File: src/sv/ovf_pkg.sv
// Shared types, constants and the arctangent table of the obstacle visibility filter.
package ovf_pkg;

	// Datapath word widths
	localparam int CW        = 36;   // CORDIC x/y word, 8 guard bits
	localparam int PW        = 61;   // product of CORDIC word and gain
	localparam int ZW        = 32;   // angle accumulator, 2^32 per turn
	localparam int STEPS     = 24;
	localparam int STEP_W    = 5;

	localparam logic signed [24:0] K_GAIN     = 25'sd10188012;  // 1/1.6468 in Q24
	localparam logic [23:0]        MIN_RANGE  = 24'd13;         // 0.05 m
	localparam logic [16:0]        BRG_WINDOW = 17'd910;        // 5 degrees
	localparam logic [24:0]        OCC_GAP    = 25'd512;        // 2 m

	// Configuration register indexes
	localparam logic [1:0] REG_MAX_RANGE = 2'd0;
	localparam logic [1:0] REG_HALF_FOV  = 2'd1;
	localparam logic [1:0] REG_OCC_EN    = 2'd2;

	localparam logic [23:0] MAX_RANGE_RST = 24'd15360;
	localparam logic [15:0] HALF_FOV_RST  = 16'd10923;

	// Buffered obstacle
	typedef struct packed {
		logic [3:0]         idx;
		logic signed [23:0] rel_x;
		logic signed [23:0] rel_y;
		logic [23:0]        rng;
		logic signed [15:0] brg;
	} entry_t;

	// Controller states
	typedef enum logic [4:0] {
		ST_IDLE, ST_ROT_INIT, ST_ROT, ST_MUL_X, ST_MUL_Y, ST_FIN_Y,
		ST_VEC_INIT, ST_VEC, ST_MUL_R, ST_GATE, ST_FE_INIT,
		ST_P_CHK_I, ST_P_LAT_I, ST_P_CHK_J, ST_P_CMP,
		ST_E_START, ST_E_NONE, ST_E_CHK, ST_E_LD
	} state_t;

	// Commands from controller to datapath
	typedef struct packed {
		logic load_in;
		logic rot_init;
		logic rot_step;
		logic mul_x;
		logic mul_y;
		logic fin_y;
		logic vec_init;
		logic vec_step;
		logic mul_r;
		logic gate;
		logic keep_all;
		logic rd_i;
		logic rd_j;
		logic lat_i;
		logic drop_i;
		logic out_load;
		logic out_none;
		logic clear;
	} cmd_t;

	// Status from datapath to controller
	typedef struct packed {
		logic full;
		logic last_item;
		logic cordic_done;
		logic occ_en;
		logic keep_i;
		logic keep_j;
		logic hit;
		logic any_kept;
		logic more_after_i;
		logic out_free;
	} status_t;

	// atan(2^-i) in 2^32 per turn
	function automatic logic [ZW-1:0] atan_val(input logic [STEP_W-1:0] i);
		logic [ZW-1:0] r;
		begin
			case (i)
				5'd0:  r = 32'd536870912;
				5'd1:  r = 32'd316933406;
				5'd2:  r = 32'd167458907;
				5'd3:  r = 32'd85004756;
				5'd4:  r = 32'd42667331;
				5'd5:  r = 32'd21354465;
				5'd6:  r = 32'd10679838;
				5'd7:  r = 32'd5340245;
				5'd8:  r = 32'd2670163;
				5'd9:  r = 32'd1335087;
				5'd10: r = 32'd667544;
				5'd11: r = 32'd333772;
				5'd12: r = 32'd166886;
				5'd13: r = 32'd83443;
				5'd14: r = 32'd41722;
				5'd15: r = 32'd20861;
				5'd16: r = 32'd10430;
				5'd17: r = 32'd5215;
				5'd18: r = 32'd2608;
				5'd19: r = 32'd1304;
				5'd20: r = 32'd652;
				5'd21: r = 32'd326;
				5'd22: r = 32'd163;
				5'd23: r = 32'd81;
				default: r = 32'd0;
			endcase
			return r;
		end
	endfunction

endpackage

File: src/sv/ovf_ctrl.sv
// Controller: sequences the CORDIC passes, gating, pruning and emission of a frame.
module ovf_ctrl #(
	parameter int MAX_OBSTACLES = 16,
	parameter int IW = $clog2(MAX_OBSTACLES + 1)
) (
	input  logic             clk,
	input  logic             arst_n,
	input  logic             in_valid,
	output logic             in_stall,
	output ovf_pkg::cmd_t    cmd,
	input  ovf_pkg::status_t status,
	input  logic [IW-1:0]    vc,
	output logic [IW-1:0]    i_idx,
	output logic [IW-1:0]    j_idx
);
	import ovf_pkg::*;

	state_t        state_q, state_d;
	logic [IW-1:0] i_q, j_q;
	logic          i_inc, i_clr, j_inc, j_clr;
	logic          in_acc;

	assign in_stall = state_q != ST_IDLE;
	assign in_acc   = in_valid && !in_stall;
	assign i_idx    = i_q;
	assign j_idx    = j_q;

	// next state
	always_comb begin
		state_d = state_q;
		case (state_q)
			ST_IDLE: begin
				if (in_acc) begin
					state_d = ST_ROT_INIT;
				end
			end
			ST_ROT_INIT: begin
				// a frame that has already received its maximum number of words skips processing
				if (status.full) begin
					state_d = status.last_item ? ST_FE_INIT : ST_IDLE;
				end else begin
					state_d = ST_ROT;
				end
			end
			ST_ROT:      state_d = status.cordic_done ? ST_MUL_X : ST_ROT;
			ST_MUL_X:    state_d = ST_MUL_Y;
			ST_MUL_Y:    state_d = ST_FIN_Y;
			ST_FIN_Y:    state_d = ST_VEC_INIT;
			ST_VEC_INIT: state_d = ST_VEC;
			ST_VEC:      state_d = status.cordic_done ? ST_MUL_R : ST_VEC;
			ST_MUL_R:    state_d = ST_GATE;
			ST_GATE:     state_d = status.last_item ? ST_FE_INIT : ST_IDLE;
			ST_FE_INIT:  state_d = status.occ_en ? ST_P_CHK_I : ST_E_START;
			ST_P_CHK_I: begin
				if (i_q == vc) begin
					state_d = ST_E_START;
				end else if (status.keep_i) begin
					state_d = ST_P_LAT_I;
				end
			end
			ST_P_LAT_I:  state_d = ST_P_CHK_J;
			ST_P_CHK_J: begin
				if (j_q == vc) begin
					state_d = ST_P_CHK_I;
				end else if (j_q != i_q && status.keep_j) begin
					state_d = ST_P_CMP;
				end
			end
			ST_P_CMP:    state_d = status.hit ? ST_P_CHK_I : ST_P_CHK_J;
			ST_E_START:  state_d = status.any_kept ? ST_E_CHK : ST_E_NONE;
			ST_E_NONE: begin
				if (status.out_free) begin
					state_d = ST_IDLE;
				end
			end
			ST_E_CHK: begin
				if (i_q == vc) begin
					state_d = ST_IDLE;
				end else if (status.keep_i) begin
					state_d = ST_E_LD;
				end
			end
			ST_E_LD: begin
				if (status.out_free) begin
					state_d = ST_E_CHK;
				end
			end
			default:     state_d = ST_IDLE;
		endcase
	end

	// commands
	always_comb begin
		cmd   = '0;
		i_inc = 1'b0;
		i_clr = 1'b0;
		j_inc = 1'b0;
		j_clr = 1'b0;
		case (state_q)
			ST_IDLE:     cmd.load_in  = in_acc;
			ST_ROT_INIT: cmd.rot_init = !status.full;
			ST_ROT:      cmd.rot_step = 1'b1;
			ST_MUL_X:    cmd.mul_x    = 1'b1;
			ST_MUL_Y:    cmd.mul_y    = 1'b1;
			ST_FIN_Y:    cmd.fin_y    = 1'b1;
			ST_VEC_INIT: cmd.vec_init = 1'b1;
			ST_VEC:      cmd.vec_step = 1'b1;
			ST_MUL_R:    cmd.mul_r    = 1'b1;
			ST_GATE:     cmd.gate     = 1'b1;
			ST_FE_INIT: begin
				cmd.keep_all = 1'b1;
				i_clr        = 1'b1;
			end
			ST_P_CHK_I: begin
				if (i_q != vc) begin
					if (status.keep_i) begin
						cmd.rd_i = 1'b1;
					end else begin
						i_inc = 1'b1;
					end
				end
			end
			ST_P_LAT_I: begin
				cmd.lat_i = 1'b1;
				j_clr     = 1'b1;
			end
			ST_P_CHK_J: begin
				if (j_q == vc) begin
					i_inc = 1'b1;
				end else if (j_q != i_q && status.keep_j) begin
					cmd.rd_j = 1'b1;
				end else begin
					j_inc = 1'b1;
				end
			end
			ST_P_CMP: begin
				if (status.hit) begin
					cmd.drop_i = 1'b1;
					i_inc      = 1'b1;
				end else begin
					j_inc = 1'b1;
				end
			end
			ST_E_START:  i_clr = 1'b1;
			ST_E_NONE: begin
				if (status.out_free) begin
					cmd.out_load = 1'b1;
					cmd.out_none = 1'b1;
					cmd.clear    = 1'b1;
				end
			end
			ST_E_CHK: begin
				if (i_q == vc) begin
					cmd.clear = 1'b1;
				end else if (status.keep_i) begin
					cmd.rd_i = 1'b1;
				end else begin
					i_inc = 1'b1;
				end
			end
			ST_E_LD: begin
				if (status.out_free) begin
					cmd.out_load = 1'b1;
					i_inc        = 1'b1;
				end
			end
			default: ;
		endcase
	end

	// state and loop counters
	always_ff @(posedge clk or negedge arst_n) begin
		if (!arst_n) begin
			state_q <= ST_IDLE;
			i_q     <= '0;
			j_q     <= '0;
		end else begin
			state_q <= state_d;
			if (i_clr) begin
				i_q <= '0;
			end else if (i_inc) begin
				i_q <= i_q + IW'(1);
			end
			if (j_clr) begin
				j_q <= '0;
			end else if (j_inc) begin
				j_q <= j_q + IW'(1);
			end
		end
	end

`ifndef SYNTH
	a_idx_bound: assert property (@(posedge clk) disable iff (!arst_n)
		(state_q == ST_P_CHK_I || state_q == ST_E_CHK) |-> i_q <= vc)
		else $error("obstacle index ran past the buffered count");
	a_rd_excl: assert property (@(posedge clk) disable iff (!arst_n)
		!(cmd.rd_i && cmd.rd_j))
		else $error("two buffer reads in one cycle");
	a_accept_idle: assert property (@(posedge clk) disable iff (!arst_n)
		cmd.load_in |=> state_q == ST_ROT_INIT)
		else $error("accepted word not processed");
`endif
endmodule

File: config.mk
export PLATFORM = sky130hd
export DESIGN_NAME = ovf_ctrl
export DESIGN_NICKNAME = d
export VERILOG_FILES = /design/src/sv/ovf_pkg.sv /design/src/sv/ovf_ctrl.sv
export SDC_FILE = /design/constraint.sdc
export NUM_CORES = 1
export LEC_CHECK = 0
export BUFFER_PORTS_ARGS = -buffer_cell sky130_fd_sc_hd__buf_2
export CAP_MARGIN = 5
export CELL_PAD_IN_SITES_DETAIL_PLACEMENT = 1
export CELL_PAD_IN_SITES_GLOBAL_PLACEMENT = 2
export CORE_MARGIN = 8
export CORE_UTILIZATION = 25
export DETAILED_ROUTE_END_ITERATION = 8
export PLACE_DENSITY = 0.69
export SYNTH_ARGS = -nofsm -noshare
export SYNTH_HDL_FRONTEND = slang
export SYNTH_SLANG_ARGS = --single-unit
File: constraint.sdc
create_clock -name clk -period 2.76 [get_ports clk]
set_input_delay 0.552 -clock clk [delete_from_list [all_inputs] [get_ports clk]]
set_output_delay 0.552 -clock clk [all_outputs]
set_load 0.05 [all_outputs]
* After elaboration in Yosys (flattened, before gate mapping)
Cells that the tools add are included.
** Cells by class
- $add $sub $neg :: 2
- Multipliers :: 0
- Divide/modulo/power cells :: 0
- Magnitude comparators :: 0
- Equality and inequality tests :: 28
- Shifts and indexed selects :: 0
- Multiplexer cells :: 58
- Bitwise logic cells :: 0
- Reduce and logical (&&, ||, !) cells :: 10
** Operators by type and width (number)
- one-hot mux 5 bit (19 select lines) :: 1
- two-way mux 5 bit :: 13
- equality test 5 x 4 -> 1 bit, second input constant :: 8
- two-way mux 1 bit :: 33
- equality test 5 x 3 -> 1 bit, second input constant :: 4
- equality test 5 bit, second input constant :: 3
- two-way mux 4 bit :: 3
- adder 5 x 1 -> 5 bit, second input constant :: 2
- equality test 5 x 2 -> 1 bit, second input constant :: 2
- equality test 5 bit :: 2
- != test 5 bit :: 2
- two-way mux 3 bit :: 3
- != test 3 bit, second input constant :: 3
- one-hot mux 1 bit (2 select lines) :: 4
- != test 2 bit, second input constant :: 3
- AND reduction 6 bit :: 1
- equality test 5 x 1 -> 1 bit, second input constant :: 1
- logical NOT 5 bit :: 1
- one-hot mux 1 bit (5 select lines) :: 1
- nonzero test 5 bit :: 1
- nonzero test 2 bit :: 2
- logical AND 1 bit :: 2
- logical NOT 1 bit :: 2
- OR reduction 2 bit :: 1
** Word-level totals
- Register bits :: 15
- Latch bits :: 0
- RAM bits :: 0
- Memory bits (read-only) :: 0
- Bits of input ports :: 18
- Output and inout bits :: 29
- Logic and storage cells :: 101
- Memories :: 0

* Logic depth before layout (Yosys ltp)
Gate-level depths: netlist of run 1.
- Word-level depth :: 7
- Depth in mapped cells :: 7
- Mapped depth without buffers :: 6

* Worst setup path before layout of run 1
Ideal clock, no wire load.
- Path kind :: register -> output
- Start point :: register i_q[2] (netlist: i_idx[2])
- End point :: output port cmd[0] in the netlist's numbering
- Data arrival time :: 2.624 ns
- Data required time :: 2.208 ns
- Setup slack :: -0.416 ns
- Stages on the path, launching flop included :: 5
- Path buffers :: 1
- Cells stage by stage :: dfrtp_1 clkbuf_2 xor2_1 or3_4 o32ai_1
** RTL lines
- start: declaration :: line ovf_ctrl.sv:19 : logic [IW-1:0] i_q, j_q;
- start signal: assignment :: line ovf_ctrl.sv:182 : i_q <= i_q + IW'(1);
- end: declaration :: line ovf_ctrl.sv:10 : output ovf_pkg::cmd_t cmd,

==> results of run 1 <==
-- report_power, final --
group / switching (mW) / internal (mW)
Sequential: 0.178 / 0.293
Clock: 0.0826 / 0.102
Combinational: 0.934 / 0.473
-- cell type report --
cell class,count,share of cell area (%)
multi-input combinational,177,58.5
sequential,15,18.9
timing repair buffer,53,14.4
tap,77,4.85
clock buffer,4,2.27
inverter,6,1.13
-- kinds of logic after synthesis --
family          after synthesis  share of synthesized area (%)
simple gates                 95                           32.4
flops                        15                           23.3
buf+inv                      22                           5.67
xor+xnor                     16                           8.70
compound gates               55                           22.6
fa+ha+maj                     2                           1.55
mux                           9                           5.75
-- registers in the layout, summed over array words and instances (netlist names) --
register	cells
j_idx	5
i_idx	5
state_q	5
-- stage by stage --
| stage | total power [mW] | hold WS, ns | setup slack, ns | cell area (µm²) | std cells |
|---|---|---|---|---|---|
| after floorplan | 1.50 | 0.256 | 0.0382 | 1630 | 214 |
| after global placement | 1.88 | 0.497 | 0.356 | 1940 | 328 |
| after detailed placement | 1.89 | 0.490 | 0.338 | 1940 | 328 |
| after CTS | 2.09 | 0.217 | 0.186 | 1990 | 332 |
| after global routing | 2.25 | 0.229 | 0.0479 | 1990 | 332 |
| final | 2.06 | 0.212 | 0.214 | 1990 | 332 |
-- critical path, cell delays in order, from the launching register on --
cell and delay [ns]:
dfrtp_1 0.48, buf_4 0.22, nor3b_1 0.26, nand3_1 0.16
a21o_1 0.25, nor2_1 0.11, buf_2 0.26
-- routing by layer --
| layer | vias to the layer above | global-route usage, % |
|---|---|---|
| met5 | - | 0 |
| met4 | 0 | 4.23 |
| met3 | 8 | 1.64 |
| met2 | 39 | 21.3 |
| met1 | 817 | 16.2 |
| li1 | 856 | - |
-- worst min-delay path by stage --
| stage | end |
|---|---|
| final | j_idx[0] |
| after global routing | i_idx[4] |
| after CTS | j_idx[0] |
| after detailed placement | j_idx[0] |
| after global placement | j_idx[0] |
| after floorplan | i_idx[0] |
-- cells in the final DEF, fill, tap and decap left out, types with 2 or more instances in the layout --
cell       instances
a211oi_2           2
a21boi_0           2
a21o_1             2
a21oi_1           13
a31oi_1            2
a32oi_1            3
and3_1             2
and3b_1            3
buf_2             45
buf_4              8
clkbuf_8           3
dfrtp_1           15
ha_1               2
inv_1              6
mux2_2             2
mux2i_1            7
nand2_1           18
nand2b_1           6
nand3_1            5
nor2_1            19
nor2b_1            5
nor3_1            15
nor3b_1            3
o2111ai_1          2
o21ai_0           17
o31ai_1            3
or3_1              4
xnor2_1            7
xor2_1             9
==> impl_results.md, run 1 <==
- Area growth from synthesis to layout: 23.3%
- Hpwl dp: 4520 µm
- Routed wire length: 5580 µm
- Initial core utilization: 25.7%
- Cell count after synthesis: 214
- Clock slew at reported path FFs: 0.07 ns
- First-pass GRT wire length: 9290 µm
- Setup CP Type: reg -> out
- Sequential Area: 375 µm²
- Synth Flop Type: dfrtp_1
- Sequential area share after synthesis: 23.3%
- Chip height: 96.3 µm
- Number of global-route vias before repair: 1859
- Io pins: 47
- Minimum clock period: 2.55 ns
- Worst setup path startpoint: state_q[4]
- DRT antenna net count: 0
- Final setup skew: 0.00208 ns
- Num CTS Buffers: 3
- Met2 wire len: 2590 µm
- Via count: 1720
- WP data required: 2.21 ns
- Share of post-route cells with drive strength above 1: 26.3%
- Max VDD drop: 0.420 mV
- CP Launch Type: flop
- IO buf count: 45
- Leakage: 0.947 nW
- #FFs+latches synth: 15
- Syn Area/Cell: 7.52 µm²
- Site Rows: 29
- DRT iter0 DRCs: 36
- Max Fanout on Critical Path: 12
- Cell with the most instances after synthesis: nor2_1
- Synth Net Count: 234
- Hold buffer count at CTS: 0
- Worst Tran Pin Value: 0.502 ns
- Reg-to-Reg End: i_idx[3]
- Yosys warns: 0
- Routed length on met1: 2640 µm
- Post-synth top cells: nor2_1 (19), nand2_1 (18), o21ai_0 (17)
- Final Setup Violations: 0
- DR vias/cell: 5.18
- DRC viols: 0
- Largest net degree at the start of global routing: 19
- Post-synthesis cell area: 0.00161 mm²
- # H-tree levels: 1
- CTS tree: yes
- Top cells by area, synth: dfrtp_1 (23%), o21ai_0 (5.3%), nor3_1 (5.0%)
- Tcrit/Tclk final: 92.3%
- Post-CTS setup buffers: 0
- Antenna violations before repair: 0
- Relative slew slack: 66.5%
- Die Area: 0.00927 mm²
- Post-CTS sizing: 0
- RSZ-0062 raised after global routing: no
- Min-Delay Path Class: in -> async
- Area of the multi-input gates: 0.00116 mm²
- Fin nets: 276
- Pwr Density: 1040 mW/mm²
- Setup_tns: 0 ns
- Final GP Congestion: 0.770
- RR Startpoint: state_q[4]
- Async S/R FF share, synth: 100%
- Max layer used: met4
- CTS Root Cell: clkbuf_8
- CTS sink cnt: 15
- Yosys top cell area share: 23.3%
- Longest Clk Path Bufs: 2
- Core ar.: 0.00628 mm²
- Post-synthesis cell type count: 53
- Inserted Diodes: 0
- Crit path capture: cmd[5]
- Chip Width: 96.3 µm
- Fmax: 0.393 GHz
- DRT Pass-1 Iters: 4
- Post-layout util: 31.6%
- Routed wl met3: 262 µm
- Number of synthesized flops with an enable pin: 0
- Worst skew pair latency: 0.25 ns
- Synth area leader: dfrtp_1
- Grt ovf: 0
- Fin. Hold Viols: 0
- CP endpoint kind: output pin
- R2R cell count: 6
- Fill cell count: 797
- MaxCap Viol Count: 0
- Slew Viols, Final: 0
- FF-to-FF setup slack: 0.45 ns
- Status: completed
- Routed len/inst: 16.8 µm
- GRT Overall Usage: 12.7%
- Crit path DAT: 1.99 ns
Power figures use the tool's default switching activity.
==> run 2: changes to the inputs <==
SETUP_SLACK_MARGIN = 0.4   (was default)
==> impl_results.md, run 2 (synthesis results as in run 1) <==
- RSZ-0062 raised after global routing: yes (was no)
- Pwr Density: 1020 mW/mm² (was 1040 mW/mm²)
- Sw Pwr: 1.29 mW (was 1.19 mW)
- DRT Pass-1 Iters: 4 (unchanged)
- Crit path capture: cmd[6] (was cmd[5])
- Initial core utilization: 25.7% (unchanged)
- Sw Ratio: 56.8% (was 57.9%)
- Die Area: 0.00927 mm² (unchanged)
- Clock power share: 8.0% (was 9.0%)
- Antenna violations before repair: 0 (unchanged)
- Fill cell count: 771 (was 797)
- CTS sink cnt: 15 (unchanged)
- Chip height: 96.3 µm (unchanged)
- # H-tree levels: 1 (unchanged)
- Most frequent cells in the layout: buf_2 (38), buf_4 (20), nor2_1 (16), nand2_1 (16), o21ai_0 (16) (was buf_2 (45), nor2_1 (19), nand2_1 (18))
- CP Launch Type: flop (unchanged)
- CTS tree: yes (unchanged)
- Crit path DAT: 1.77 ns (was 1.99 ns)
- Setup_tns: 0 ns (unchanged)
- Status: completed (unchanged)
- MaxCap Viol Count: 0 (unchanged)
- Fmax: 0.431 GHz (was 0.393 GHz)
- CP endpoint kind: output pin (unchanged)
- Longest Clk Path Bufs: 2 (unchanged)
- Power, Total: 2.28 mW (was 2.06 mW)
- CTS Root Cell: clkbuf_8 (unchanged)
- Hold buffer count at CTS: 0 (unchanged)
- Post-layout util: 35.4% (was 31.6%)
- Tcrit/Tclk final: 84.1% (was 92.3%)
- Relative slew slack: 69.7% (was 66.5%)
- Number of global-route vias before repair: 1891 (was 1859)
- Part of the power in combinational logic: 72.0% (was 68.2%)
- Cell Area, Placed: 0.00200 mm² (was 0.00194 mm²)
- Min-Delay Path Class: in -> async (unchanged)
- Share of post-route cells with drive strength above 1: 39.1% (was 26.3%)
- Most common cell after layout, fill and taps aside: buf_2 (unchanged)
- RR Startpoint: state_q[2] (was state_q[4])
- DR vias/cell: 5.19 (was 5.18)
- Largest net degree at the start of global routing: 24 (was 19)
- Max Fanout on Critical Path: 8 (was 12)
- Reg-to-Reg End: i_idx[4] (was i_idx[3])
- Chip Width: 96.3 µm (unchanged)
- Routed wire length: 5970 µm (was 5580 µm)
- IO buf count: 45 (unchanged)
- Hpwl dp: 4500 µm (was 4520 µm)
- Fin area: 0.00222 mm² (was 0.00199 mm²)
- Worst Tran Pin Value: 0.454 ns (was 0.502 ns)
- Max VDD drop: 0.553 mV (was 0.420 mV)
- Clock slew at reported path FFs: 0.06 ns (was 0.07 ns)
- Final setup skew: 0.00253 ns (was 0.00208 ns)
- Via count: 1780 (was 1720)
- R2R cell count: 6 (unchanged)
- Setup WS pre-CTS: 0.241 ns (was 0.338 ns)
- Routed len/inst: 17.4 µm (was 16.8 µm)
- GRT Overall Usage: 13.1% (was 12.7%)
- DRC viols: 0 (unchanged)
- WP data required: 2.21 ns (about the same)
- Worst skew pair latency: 0.25 ns (about the same)
- Core ar.: 0.00628 mm² (unchanged)
- First-pass GRT wire length: 9620 µm (was 9290 µm)
- Fin nets: 287 (was 276)
- Final GP Congestion: 0.760 (was 0.770)
- Site Rows: 29 (unchanged)
- Worst setup path startpoint: state_q[2] (was state_q[4])
- Grt ovf: 0 (unchanged)
- Io pins: 47 (unchanged)
- Final Setup Violations: 0 (unchanged)
- DRT antenna net count: 0 (unchanged)
- Setup CP Type: reg -> out (unchanged)
- Num CTS Buffers: 3 (unchanged)
- Inserted Diodes: 0 (unchanged)
- Slew Viols, Final: 0 (unchanged)
- Final WS setup: 0.439 ns (was 0.214 ns)
- DRT iter0 DRCs: 35 (was 36)
- Area growth from synthesis to layout: 38.2% (was 23.3%)
- Leakage: 1.02 nW (was 0.947 nW)
- Minimum clock period: 2.32 ns (was 2.55 ns)
- Fin. Hold Viols: 0 (unchanged)
- FF-to-FF setup slack: 0.52 ns (was 0.45 ns)
- Register share of total power: 20.0% (was 22.8%)
- Internal Power: 0.986 mW (was 0.868 mW)
==> run 2: changes by cell type in the layout (fill, tap and decap cells not counted), sizes merged <==
cell	delta
buf	+9
clkbuf	+2
==> run 2: power groups by stage <==
| stage | Combinational, mW | Clock [mW] | Sequential [mW] |
|---|---|---|---|
| finish | 1.64 | 0.183 | 0.456 |
| global placement | 1.47 | 0 | 0.466 |
| detailed placement | 1.48 | 0 | 0.466 |
| CTS | 1.60 | 0.191 | 0.438 |
| global route | 1.79 | 0.195 | 0.472 |
| floorplan | 1.03 | 0 | 0.532 |
==> run 2: worst min path at each step <==
stage,start,endpoint,slack [ns]
after global placement,arst_n,j_idx[1],0.50
after detailed placement,arst_n,j_idx[1],0.49
after global routing,arst_n,j_idx[1],0.24
after CTS,arst_n,j_idx[1],0.22
after floorplan,arst_n,i_idx[0],0.26
final,arst_n,j_idx[1],0.21
==> run 2: final cells by class <==
cell class / count / area (µm²) / area share [%]
Tap cell: 77 / 96.3 / 4.33
Sequential cell: 15 / 384 / 17.3
Clock buffer: 4 / 45.0 / 2.02
Inverter: 6 / 22.5 / 1.01
Multi-Input combinational cell: 177 / 1280 / 57.4
Timing Repair Buffer: 64 / 400 / 18.0
==> run 2: through the flow <==
step,hold slack (ns),cells
after global routing,0.243,343
final,0.213,343
after detailed placement,0.493,328
after global placement,0.497,328
after CTS,0.221,341
after floorplan,0.256,214
==> run 2: timing repair <==
action | in CTS | in global routing
endpoints found under the hold margin | 0 | 0
pin swaps | 0 | 2
setup buffers | 9 | 2
setup endpoints to repair | 14 | 10
gates resized for setup | 14 | 16
==> run 2: routing by layer <==
| metal | routed length (µm) | global-route usage [%] | vias up |
|---|---|---|---|
| li1 | - | - | 883 |
| met5 | 0 | 0 | - |
| met3 | 318 | 2.03 | 5 |
| met4 | 35 | 2.30 | 0 |
| met2 | 2900 | 22.5 | 38 |
| met1 | 2710 | 16.9 | 854 |
==> run 2: critical path, cell delays in order, from the launching register on <==
cell      delay [ns]
dfrtp_2         0.49
or4b_4          0.59
a211oi_4        0.25
buf_6           0.18
